<file path="config.mk">
export PLATFORM = sky130hd
export DESIGN_NAME = ws3d_queue
export DESIGN_NICKNAME = d
export VERILOG_FILES = /design/src/rtl/assert_macros.svh /design/src/rtl/ws3d_queue.sv
export SDC_FILE = /design/constraint.sdc
export NUM_CORES = 1
export LEC_CHECK = 0
export ABC_AREA = 1
export BUFFER_PORTS_ARGS = -buffer_cell sky130_fd_sc_hd__buf_2
export CAP_MARGIN = 15
export CORE_ASPECT_RATIO = 1.25
export CORE_MARGIN = 5
export CORE_UTILIZATION = 50
export DETAILED_ROUTE_END_ITERATION = 6
export HOLD_SLACK_MARGIN = 0.06
export PLACE_DENSITY = 0.71
export SLEW_MARGIN = 40
export SYNTH_ARGS = -nofsm -noshare
export SYNTH_HDL_FRONTEND = slang
export SYNTH_SLANG_ARGS = --single-unit
</file>
<file path="constraint.sdc">
create_clock -name clk -period 1.5 [get_ports clk]
set_input_delay 0.075 -clock clk [delete_from_list [all_inputs] [get_ports clk]]
set_output_delay 0.075 -clock clk [all_outputs]
set_load 0.1 [all_outputs]
</file>
<file path="src/rtl/assert_macros.svh">
// Assertion macros for the RTL files; included by ws3d_front
`ifndef ASSERT_MACROS_SVH
`define ASSERT_MACROS_SVH
`ifndef SYNTHESIS
// property checked on every rising clk edge outside reset
`define WS3D_ASSERT(lbl, prop) \
  lbl: assert property (@(posedge clk) disable iff (!rst_n) (prop)) \
    else $error("ws3d assertion failed");
// a in one cycle implies b in the next
`define WS3D_ASSERT_NEXT(lbl, a, b) \
  lbl: assert property (@(posedge clk) disable iff (!rst_n) ((a) |=> (b))) \
    else $error("ws3d assertion failed");
`else
`define WS3D_ASSERT(lbl, prop)
`define WS3D_ASSERT_NEXT(lbl, a, b)
`endif
`endif

</file>
<file path="src/rtl/ws3d_queue.sv">
// Short FIFO between the tap gatherer and the arithmetic back end
module ws3d_queue #(
  parameter int W     = 8,
  parameter int DEPTH = 4
) (
  input  logic                       clk,
  input  logic                       rst_n,
  input  logic                       push,
  input  logic [W-1:0]               din,
  input  logic                       pop,
  output logic [W-1:0]               dout,
  output logic                       empty,
  output logic [$clog2(DEPTH+1)-1:0] count
);
  localparam int PW = $clog2(DEPTH);
  localparam logic [PW-1:0] LAST = PW'(DEPTH - 1);

  logic [W-1:0]  mem_r [DEPTH];
  logic [PW-1:0] wr_r, rd_r;
  logic [$clog2(DEPTH+1)-1:0] count_r;

  assign empty = count_r == '0;
  assign count = count_r;
  assign dout  = mem_r[rd_r];

  always_ff @(posedge clk) begin
    if (!rst_n) begin
      wr_r <= '0; rd_r <= '0; count_r <= '0;
    end else begin
      if (push) wr_r <= (wr_r == LAST) ? '0 : wr_r + PW'(1);
      if (pop)  rd_r <= (rd_r == LAST) ? '0 : rd_r + PW'(1);
      if (push && !pop)      count_r <= count_r + 1'b1;
      else if (pop && !push) count_r <= count_r - 1'b1;
    end
  end

  always_ff @(posedge clk) begin
    if (push) mem_r[wr_r] <= din;
  end
endmodule

</file>
==> flow_summary.ini <==
[floorplan]
initial_core_util_pct = 51.5
ios = 24
rows = 23
die_w_um = 61.3
die_area_um2 = 4550
fp.dieH_um = 74.2
core_um2 = 3190

[worst_setup_path]
crit_required_ns = 1.42
startpoint_type = flop
r2r.worst_path.cells = 4
worstPathCellList = buf_4 -> nor2_1 -> o22ai_4 -> buf_12
reg2reg_from = wr_r[0]
critPathKind = flop to output pin
cpPeakStageDelay_ns = 0.37
cp_data_arrival_time_ns = 1.37
r2r_slack_ns = 0.22
r2r_end = mem_r[2][0]
end_kind = output pin
critPathSlowestCell = dfxtp_4
path_max_fanout = 7

[placed_design]
globalplace.congestion = 0.749
dp_hpwl_um = 2250
port_buffers = 23
place_ws_ns = 0.100

[synth]
synth_top_family_by_area = compound AO/OA/AOI/OAI gates
syn-num-nets = 153
synthAdderAreaFrac_pct = 5.78
netlist.top_cell.by_area = edfxtp_1
synthMuxAreaShare_pct = 0
synth_area_um2 = 1650
synth_compound_area_share_pct = 10.2
synth_xor_area_share_pct = 0.532
synth-simple-area-share_pct = 9.19
synth_cell_types = 19
yosysTopAreaCellShare_pct = 58.4
synth.avg_cell_area_um2 = 12.3
ys_seq_area_share_pct = 69.3
synthTopCellsByArea = edfxtp_1 58%, dfxtp_1 11%, nor2_1 5.0%
syn_inst = 134
yosysWarningCount = 0
ys_ff_latch = 41

[drt]
via_per_inst = 5.27
drcViolationCount = 0
firstDrtPassIters = 4
drtIter0Drc = 29
wl_per_cell_um = 15.3
drt.antenna.violating_nets = 0
vias = 1133
postRouteWirelength_um = 3290

[finish]
layout_commonest_cell = edfxtp_1
final_nets = 196
mostFrequentLayoutCells = 32 x edfxtp_1, 22 x nor2_1, 15 x buf_2, 14 x inv_1
diodes = 0
drive_gt1_share_pct = 33.7
area.growth.synth_to_final_pct = 40.5

[sta]
clock-skew-final_ns = 0.00389
period_minus_slack_ns = 1.44
rsz0062_at_grt = yes
tightestPinTransition_ns = 0.488
fmax_ghz = 0.694
slew_headroom_pct = 67.7
layout_setup_ws_ns = 0.0586
finalCritPeriodShare_pct = 96.1
finalSetupViolCount = 0
slew_viol_final = 0
final-hold-violation-count = 0

[cts]
clock_sinks = 41
tritoncts = yes
cts_max_path_buffers = 2
insertion_delay_ns = 0.29
h-tree-depth = 2
clkTransAtPathRegs_ns = 0.07
clock-root-buffer = clkbuf_8
cts-buffers-inserted = 5

[grt]
grt_max_degree = 17
met1_usage_pct = 17.6
grt_usage_pct = 17.2
met3_usage_pct = 4.69
grt.met2_usage_pct = 31.5
grt_most_used_layer = met2
grt_pass1_wl_um = 5350
antenna_found_initial = 0
overflow = 0
first_global_vias = 1183

[min_path]
hold_depth = 3
hold_end = wr_r[1]
hold_path.class = primary input to flop
min_from = push

[outcome]
outcome = completed

[power_and_ir_drop]
powerDensity_nw_per_um2 = 1350
p_leak_nw = 0.913
vdd_drop_max_v = 0.00109
total_power_mw = 3.13

[job]
maxCapViolCount = 0
-- report_power, final --
part	internal, mW	switching, mW
Sequential	1.29	0.0484
Combinational	0.286	0.607
Clock	0.540	0.354
Total	2.12	1.01
-- cell type report --
class	count	area, um2
sequential	41	1150
fill	206	881
multi-input combinational	75	556
timing repair buffer	38	370
clock buffer	6	82.6
inverter	16	66.3
tap	37	46.3
clock inverter	2	37.5
-- stage by stage --
step,cells,setup TNS [ns],hold WS (ns),area [um2],util [%]
final,215,0,0.144,2310,72.4
after global routing,215,-0.0515,0.138,2310,72.4
after CTS,212,0,0.136,2280,71.4
after detailed placement,195,0,0.292,2060,64.4
after global placement,195,0,0.286,2060,64.4
after floorplan,134,0,0.174,1770,-
-- registers in the layout, summed over array words and instances, names as in the netlist, named ones only --
signal / cells
rd_r: 2
wr_r: 2
count: 3
mem_r: 32
-- layer usage --
metal	wire length, um	share of wire, %
met1	1180	36
met4	98	3.0
met5	0	0
met2	1820	55
met3	192	5.8
-- what timing repair did --
item / CTS / global route
setup endpoints to repair: 8 / 7
hold buffers: 9 / 0
buffers inserted: 0 / 3
resized for setup: 13 / 6
endpoints found under the hold margin: 33 / 0
-- Yosys cell counts (all sizes together) --
cell type,instances
edfxtp,32
nor2,24
o21ai,19
inv,16
dfxtp,9
nand2,8
o22ai,8
ha,6
a21oi,3
nor3,3
buf,2
fa,1
nand3,1
nand4,1
xor2,1
-- kinds of logic after synthesis --
| logic type | count (synthesis) |
|---|---|
| AOI/OAI and AO/OA | 30 |
| xor gates and xnor gates | 1 |
| adders and majority gates | 7 |
| buffers and inverters | 18 |
| DFF | 41 |
| and+or+nand+nor | 37 |
-- worst max-delay path, delay by kind of cell (launching register included) --
kind	cells	cell delay (ns)
AO/OA/AOI/OAI	1	0.13
buffers and inverters	2	0.33
flip-flops	1	0.37
AND/OR/NAND/NOR	1	0.23
-- how the worst max path moves through the flow --
stage / from / end / slack, ns / depth (start not counted)
final: flop / dout[5] / 0.06 / 4
after global routing: flop / dout[5] / -0.02 / 4
after CTS: flop / dout[6] / 0.002 / 4
after detailed placement: pop / count[2] / 0.10 / 11
after global placement: flop / dout[5] / 0.20 / 4
after floorplan: count[0] / count[1] / 0.001 / 3
Note: power is estimated with default switching activity, not from simulation.
