File: config.mk
export PLATFORM = sky130hd
export DESIGN_NAME = ws3d_back_flat
export DESIGN_NICKNAME = d
export VERILOG_FILES = /design/src/rtl/assert_macros.svh /design/src/rtl/ws3d_pkg.sv /design/src/rtl/ws3d_ifs.sv /design/src/rtl/ws3d_back.sv /design/src/flat_wrapper.sv
export SDC_FILE = /design/constraint.sdc
export NUM_CORES = 2
export LEC_CHECK = 0
export ABC_CLOCK_PERIOD_IN_PS = 8100
export BUFFER_PORTS_ARGS = -buffer_cell sky130_fd_sc_hd__buf_2
export CAP_MARGIN = 20
export CORE_AREA = 5 5 390 392
export DETAILED_ROUTE_END_ITERATION = 10
export DIE_AREA = 0 0 395 397
export PLACE_DENSITY = 0.47
export SLEW_MARGIN = 20
export SYNTH_ARGS = -nofsm -noshare
export SYNTH_HDL_FRONTEND = slang
export SYNTH_SLANG_ARGS = --single-unit
File: constraint.sdc
create_clock -name clk -period 8.1 [get_ports clk]
set_clock_uncertainty 0.2 [all_clocks]
set_input_delay 0.405 -clock clk [delete_from_list [all_inputs] [get_ports clk]]
set_output_delay 0.405 -clock clk [all_outputs]
set_load 0.02 [all_outputs]
File: src/rtl/assert_macros.svh
// Assertion macros for the RTL files; included by ws3d_front
`ifndef ASSERT_MACROS_SVH
`define ASSERT_MACROS_SVH
`ifndef SYNTHESIS
// property checked on every rising clk edge outside reset
`define WS3D_ASSERT(lbl, prop) \
  lbl: assert property (@(posedge clk) disable iff (!rst_n) (prop)) \
    else $error("ws3d assertion failed");
// a in one cycle implies b in the next
`define WS3D_ASSERT_NEXT(lbl, a, b) \
  lbl: assert property (@(posedge clk) disable iff (!rst_n) ((a) |=> (b))) \
    else $error("ws3d assertion failed");
`else
`define WS3D_ASSERT(lbl, prop)
`define WS3D_ASSERT_NEXT(lbl, a, b)
`endif
`endif

File: src/rtl/ws3d_pkg.sv
// Package: widths, register indexes, tap order and queue entry type
package ws3d_pkg;
  localparam int SAMPLE_W    = 16;
  localparam int SIZE_W      = 7;
  localparam int COEF_W      = 18;
  localparam int CFG_IDX_W   = 3;
  localparam int DEF_MAX_X   = 64;
  localparam int DEF_MAX_Y   = 64;
  localparam int DEF_MAX_Z   = 64;
  localparam int QUEUE_DEPTH = 4;

  localparam logic [CFG_IDX_W-1:0] REG_SIZE_X    = 3'd0;
  localparam logic [CFG_IDX_W-1:0] REG_SIZE_Y    = 3'd1;
  localparam logic [CFG_IDX_W-1:0] REG_SIZE_Z    = 3'd2;
  localparam logic [CFG_IDX_W-1:0] REG_COEF_CEN  = 3'd3;
  localparam logic [CFG_IDX_W-1:0] REG_COEF_NEAR = 3'd4;
  localparam logic [CFG_IDX_W-1:0] REG_COEF_FAR  = 3'd5;

  localparam logic [SIZE_W-1:0]  SIZE_RESET     = 7'd64;
  localparam logic signed [COEF_W-1:0] COEF_CEN_RESET  = 18'sd8192;
  localparam logic signed [COEF_W-1:0] COEF_NEAR_RESET = 18'sd21845;
  localparam logic signed [COEF_W-1:0] COEF_FAR_RESET  = -18'sd1365;

  // taps 0..11 come from window RAMs, tap 12 is the incoming sample
  localparam int N_RAM_TAPS = 12;
  localparam int N_TAPS     = 13;
  localparam int TAP_ZM2 = 0;
  localparam int TAP_ZM1 = 1;
  localparam int TAP_YM2 = 2;
  localparam int TAP_YM1 = 3;
  localparam int TAP_XM2 = 4;
  localparam int TAP_XM1 = 5;
  localparam int TAP_CEN = 6;
  localparam int TAP_XP1 = 7;
  localparam int TAP_XP2 = 8;
  localparam int TAP_YP1 = 9;
  localparam int TAP_YP2 = 10;
  localparam int TAP_ZP1 = 11;
  localparam int TAP_ZP2 = 12;

  typedef struct packed {
    logic [N_TAPS-1:0][SAMPLE_W-1:0] taps;
    logic [SAMPLE_W-1:0]             prev;
    logic                            bnd;
    logic                            eog;
  } ws3d_entry_t;

  function automatic logic [SIZE_W-1:0] clamp_size(logic [SIZE_W-1:0] v, int hi);
    logic [SIZE_W-1:0] r;
    r = v;
    if (v < 7'd5) r = 7'd5;
    else if (int'(v) > hi) r = SIZE_W'(hi);
    return r;
  endfunction
endpackage

File: src/rtl/ws3d_ifs.sv


interface ws3d_out_if;
  logic                        valid;
  logic                        ready;
  logic signed [15:0]          next_sample;
  logic                        end_of_grid;
  modport source(output valid, next_sample, end_of_grid, input ready);
  modport sink(input valid, next_sample, end_of_grid, output ready);
endinterface

File: src/rtl/ws3d_back.sv
// Back end: neighbour sums, coefficient products, rounding, saturation and zeroing at the boundary
module ws3d_back (
  input  logic                                clk,
  input  logic                                rst_n,
  input  ws3d_pkg::ws3d_entry_t               entry,
  input  logic                                q_empty,
  output logic                                pop,
  input  logic signed [ws3d_pkg::COEF_W-1:0]  coef_centre,
  input  logic signed [ws3d_pkg::COEF_W-1:0]  coef_near,
  input  logic signed [ws3d_pkg::COEF_W-1:0]  coef_far,
  ws3d_out_if.source                          out_ch
);
  function automatic logic signed [18:0] sx19(logic [15:0] v);
    return {{3{v[15]}}, v};
  endfunction

  logic en;
  logic va_r, vb_r, vo_r;
  logic signed [18:0] s1_r, s2_r;
  logic signed [15:0] cen_r, prev_r;
  logic bnda_r, eoga_r, bndb_r, eogb_r;
  logic signed [39:0] m0_r, m1_r, m2_r, pq_r;
  logic signed [39:0] sum, rnd;
  logic signed [15:0] sat;
  logic [15:0] res_r;
  logic eog_r;

  assign en  = !vo_r || out_ch.ready;
  assign pop = en && !q_empty;

  always_ff @(posedge clk) begin
    if (!rst_n) begin
      va_r <= 1'b0; vb_r <= 1'b0; vo_r <= 1'b0;
    end else if (en) begin
      va_r <= pop; vb_r <= va_r; vo_r <= vb_r;
    end
  end

  always_comb begin
    sum = m0_r - pq_r + m1_r + m2_r + 40'sd32768;
    rnd = sum >>> 16;
    if (rnd > 40'sd32767)       sat = 16'sh7fff;
    else if (rnd < -40'sd32768) sat = -16'sh8000;
    else                        sat = rnd[15:0];
  end

  always_ff @(posedge clk) begin
    if (en) begin
      s1_r <= sx19(entry.taps[ws3d_pkg::TAP_XM1]) + sx19(entry.taps[ws3d_pkg::TAP_XP1])
            + sx19(entry.taps[ws3d_pkg::TAP_YM1]) + sx19(entry.taps[ws3d_pkg::TAP_YP1])
            + sx19(entry.taps[ws3d_pkg::TAP_ZM1]) + sx19(entry.taps[ws3d_pkg::TAP_ZP1]);
      s2_r <= sx19(entry.taps[ws3d_pkg::TAP_XM2]) + sx19(entry.taps[ws3d_pkg::TAP_XP2])
            + sx19(entry.taps[ws3d_pkg::TAP_YM2]) + sx19(entry.taps[ws3d_pkg::TAP_YP2])
            + sx19(entry.taps[ws3d_pkg::TAP_ZM2]) + sx19(entry.taps[ws3d_pkg::TAP_ZP2]);
      cen_r  <= entry.taps[ws3d_pkg::TAP_CEN];
      prev_r <= entry.prev;
      bnda_r <= entry.bnd;
      eoga_r <= entry.eog;
      m0_r   <= 40'(coef_centre) * 40'(cen_r);
      m1_r   <= 40'(coef_near) * 40'(s1_r);
      m2_r   <= 40'(coef_far) * 40'(s2_r);
      pq_r   <= 40'(prev_r) <<< 16;
      bndb_r <= bnda_r;
      eogb_r <= eoga_r;
      res_r  <= bndb_r ? 16'd0 : sat;
      eog_r  <= eogb_r;
    end
  end

  assign out_ch.valid       = vo_r;
  assign out_ch.next_sample = res_r;
  assign out_ch.end_of_grid = eog_r;
endmodule

File: src/flat_wrapper.sv
// flat-port wrapper written by rule: the top's interface ports become plain ports
module ws3d_back_flat 
  (clk, rst_n, entry, q_empty, pop, coef_centre, coef_near, coef_far, out_ch_valid, out_ch_next_sample, out_ch_end_of_grid, out_ch_ready);
  ws3d_out_if out_ch_i ();
  input  logic clk;
  input  logic rst_n;
  input  ws3d_pkg::ws3d_entry_t entry;
  input  logic q_empty;
  output logic pop;
  input  logic signed [ws3d_pkg::COEF_W-1:0] coef_centre;
  input  logic signed [ws3d_pkg::COEF_W-1:0] coef_near;
  input  logic signed [ws3d_pkg::COEF_W-1:0] coef_far;
  output wire logic [$bits(out_ch_i.valid)-1:0] out_ch_valid;
  output wire logic [$bits(out_ch_i.next_sample)-1:0] out_ch_next_sample;
  output wire logic [$bits(out_ch_i.end_of_grid)-1:0] out_ch_end_of_grid;
  input wire logic [$bits(out_ch_i.ready)-1:0] out_ch_ready;
  assign out_ch_valid = out_ch_i.valid;
  assign out_ch_next_sample = out_ch_i.next_sample;
  assign out_ch_end_of_grid = out_ch_i.end_of_grid;
  assign out_ch_i.ready = out_ch_ready;
  ws3d_back u_core (.clk(clk), .rst_n(rst_n), .entry(entry), .q_empty(q_empty), .pop(pop), .coef_centre(coef_centre), .coef_near(coef_near), .coef_far(coef_far), .out_ch(out_ch_i));
endmodule
==> results_dict.tcl <==
set metrics [dict create \
    status "completed" \
    dieArea_sq_um 157000 \
    ys_seq_area_share_pct 12.6 \
    first_pass_iters 5 \
    dp_hpwl_mm 110 \
    grtUsageTotal_pct 17.0 \
    synthesis.nets 7096 \
    finalMaxSlewViolations 0 \
    critPathLaunchType "flip-flop" \
    synth_edf_count 215 \
    clock_latency_ns 0.63 \
    drive_gt1_share_pct 7.57 \
    synth_cell_types 73 \
    port_buffers 302 \
    fp.dieW_microns 395 \
    routed-via-count 34700 \
    setup_tns_ns 0 \
    syn_area_sq_um 51500 \
    initial_core_util_pct 34.7 \
    antenna_found_initial 6 \
    wirelength_mm 129 \
    clk_pin_slew_ns 0.06 \
    fin_crit_sh_pct 93.2 \
    num_rows 142 \
    nets 7360 \
    avgSynthCellArea_sq_um 9.84 \
    maxCapViolCount 0 \
    ys_ff_latch 218 \
    synth_ff_type "edfxtp_1" \
    end_kind "flip-flop" \
    final_antenna_net_count 0 \
    netlist_instances 5238 \
    cts_buffers 30 \
    crit_type "reg -> reg" \
    crit_arrival_ns 7.71 \
    drc 0 \
    fmax_ghz 0.132 \
    worstHoldPathType "in -> reg" \
    syn_to_final_growth_pct 9.78 \
    hold_viol_final 0 \
    htree_levels 1 \
    clockRootBuffer "clkbuf_16" \
    cts_tree "yes" \
    rsz0062_at_grt "no" \
    tightest_slew_ns 0.966 \
    initialDrtViolationCount 1520 \
    cts_buffer_depth 3 \
    ios 303 \
    critPathRequiredTime_ns 8.26 \
    final_cell_mix "1374 x inv_1, 1139 x fa_1, 507 x nand2_1" \
    final_common_cell "inv_1" \
    post_cts_resized 0 \
    wl_per_cell_microns 17.3 \
    synth-async-reset-ratio_pct 0 \
    setup_violations 0 \
    layout_min_cycle_time_ns 7.55 \
    gp_congestion 0.827 \
    grt_overflow 0 \
    cts_sinks 218 \
    maxSlewHeadroom_pct 35.6 \
    yosysWarnings 0 \
    path_max_fanout 18 \
    grt_pass1_wl_mm 211 \
    die_h_microns 397 \
    core_sq_um 149000 \
    grt_pass1_vias 38400 \
    grt_max_degree 104 \
    vias_per_cell 4.64 \
]
==> flip-flops by register name, indices dropped and copies added (netlist names) <==
| signal | count |
|---|---|
| u_core.m1_r | 37 |
| u_core.m2_r | 37 |
| u_core.m0_r | 34 |
| u_core.s1_r | 19 |
| u_core.s2_r | 19 |
| u_core.cen_r | 16 |
| u_core.out_ch.next_sample | 16 |
| u_core.pq_r | 16 |
| u_core.prev_r | 16 |
| u_core.bnda_r | 1 |
| u_core.bndb_r | 1 |
| u_core.eoga_r | 1 |
| u_core.eogb_r | 1 |
| u_core.out_ch.end_of_grid | 1 |
| u_core.out_ch.valid | 1 |
| u_core.va_r | 1 |
| u_core.vb_r | 1 |
==> timing repair <==
item / in CTS / in global routing
buffers inserted: 0 / 0
hold buffers: 38 / 0
hold endpoints to repair: 37 / 0
==> synth_stat cells (all sizes together), types with 16 or more instances <==
cell type  number  area, sq um
nor3           25          136
inv          1375         5160
nor2          157          589
o21a           21          158
a21o           58          435
nand2b         27          169
a21oi         139          711
edfxtp        215         6460
xor2           47          412
nor2b          27          169
a211oi         16          135
o21bai         24          180
nand4          20          125
nand3          33          165
and2          475         2970
clkbuf        128          480
nand2         507         1900
ha            435         5440
xnor2         139         1220
fa           1139        22800
o21ai          66          330
==> final timing paths <==
check	from	to	slack, ns	cells past startpoint
hold / removal	entry[146]	u_core.s2_r[0]	0.1	3
hold reg to reg	u_core.eogb_r	u_core.out_ch.end_of_grid	0.22	0
setup reg to reg	u_core.s1_r[8]	u_core.m1_r[38]	0.55	21
setup / recovery	u_core.s1_r[8]	u_core.m1_r[38]	0.55	21
==> worst max-delay path: stages (launching register included) <==
cell,delay (ns)
edfxtp_1,0.95
nand2_1,0.19
fa_1,0.57
inv_1,0.06
fa_1,0.56
fa_1,0.44
fa_1,0.47
fa_1,0.49
inv_1,0.05
fa_1,0.47
inv_1,0.04
ha_1,0.34
and3_1,0.25
nand3_1,0.10
a2111oi_0,0.80
o21ai_1,0.22
a21oi_1,0.31
o31ai_1,0.21
o211ai_1,0.23
a21o_1,0.14
a21oi_1,0.07
xnor2_1,0.12
==> final cells by class <==
cell class              count  area, sq um
fillers                 15100        92000
multi-input cells        3501        39300
flip-flops and latches    218         6520
inverters                1376         5170
well taps                1944         2430
repair buffers            375         2150
clock buffers              33          783
clock inverters            22          208
diodes                      1         2.50
==> metal layers <==
layer	global-route usage, %	share of wire, %	vias to the layer above
met5	0	0	-
met4	4.65	3.2	0
met3	1.88	3.6	143
met2	29.0	49	576
met1	23.0	45	17800
li1	-	-	16200
==> metrics by stage <==
| step | hold slack [ns] | instances | instance area (sq um) | setup slack (ns) | utilization (%) |
|---|---|---|---|---|---|
| global route | 0.0761 | 7469 | 56600 | 0.167 | 38.1 |
| detailed placement | 0.208 | 7376 | 55200 | 0.607 | 37.1 |
| CTS | 0.0459 | 7469 | 56600 | 0.558 | 38.1 |
| floorplan | 0.200 | 5238 | 51500 | 1.16 | - |
| global placement | 0.201 | 7376 | 55200 | 0.622 | 37.1 |
| finish | 0.0963 | 7470 | 56600 | 0.548 | 38.1 |
==> logic make-up (layout without fill, tap and decap cells) <==
group	after synthesis	count (layout)	share of synthesized area [%]
AND/OR/NAND/NOR	1315	1315	12.7
XOR/XNOR	186	186	3.18
flip-flops	218	218	12.6
buffers and inverters	1519	1806	11.1
other	0	1	0
adder cells (fa/ha/maj)	1574	1574	54.8
multiplexers	5	5	0.0996
AO/OA/AOI/OAI	421	421	5.48
Power is left out: the tool's default activity adds up to more than one toggle a clock period on the data nets, which glitch-free logic cannot reach.
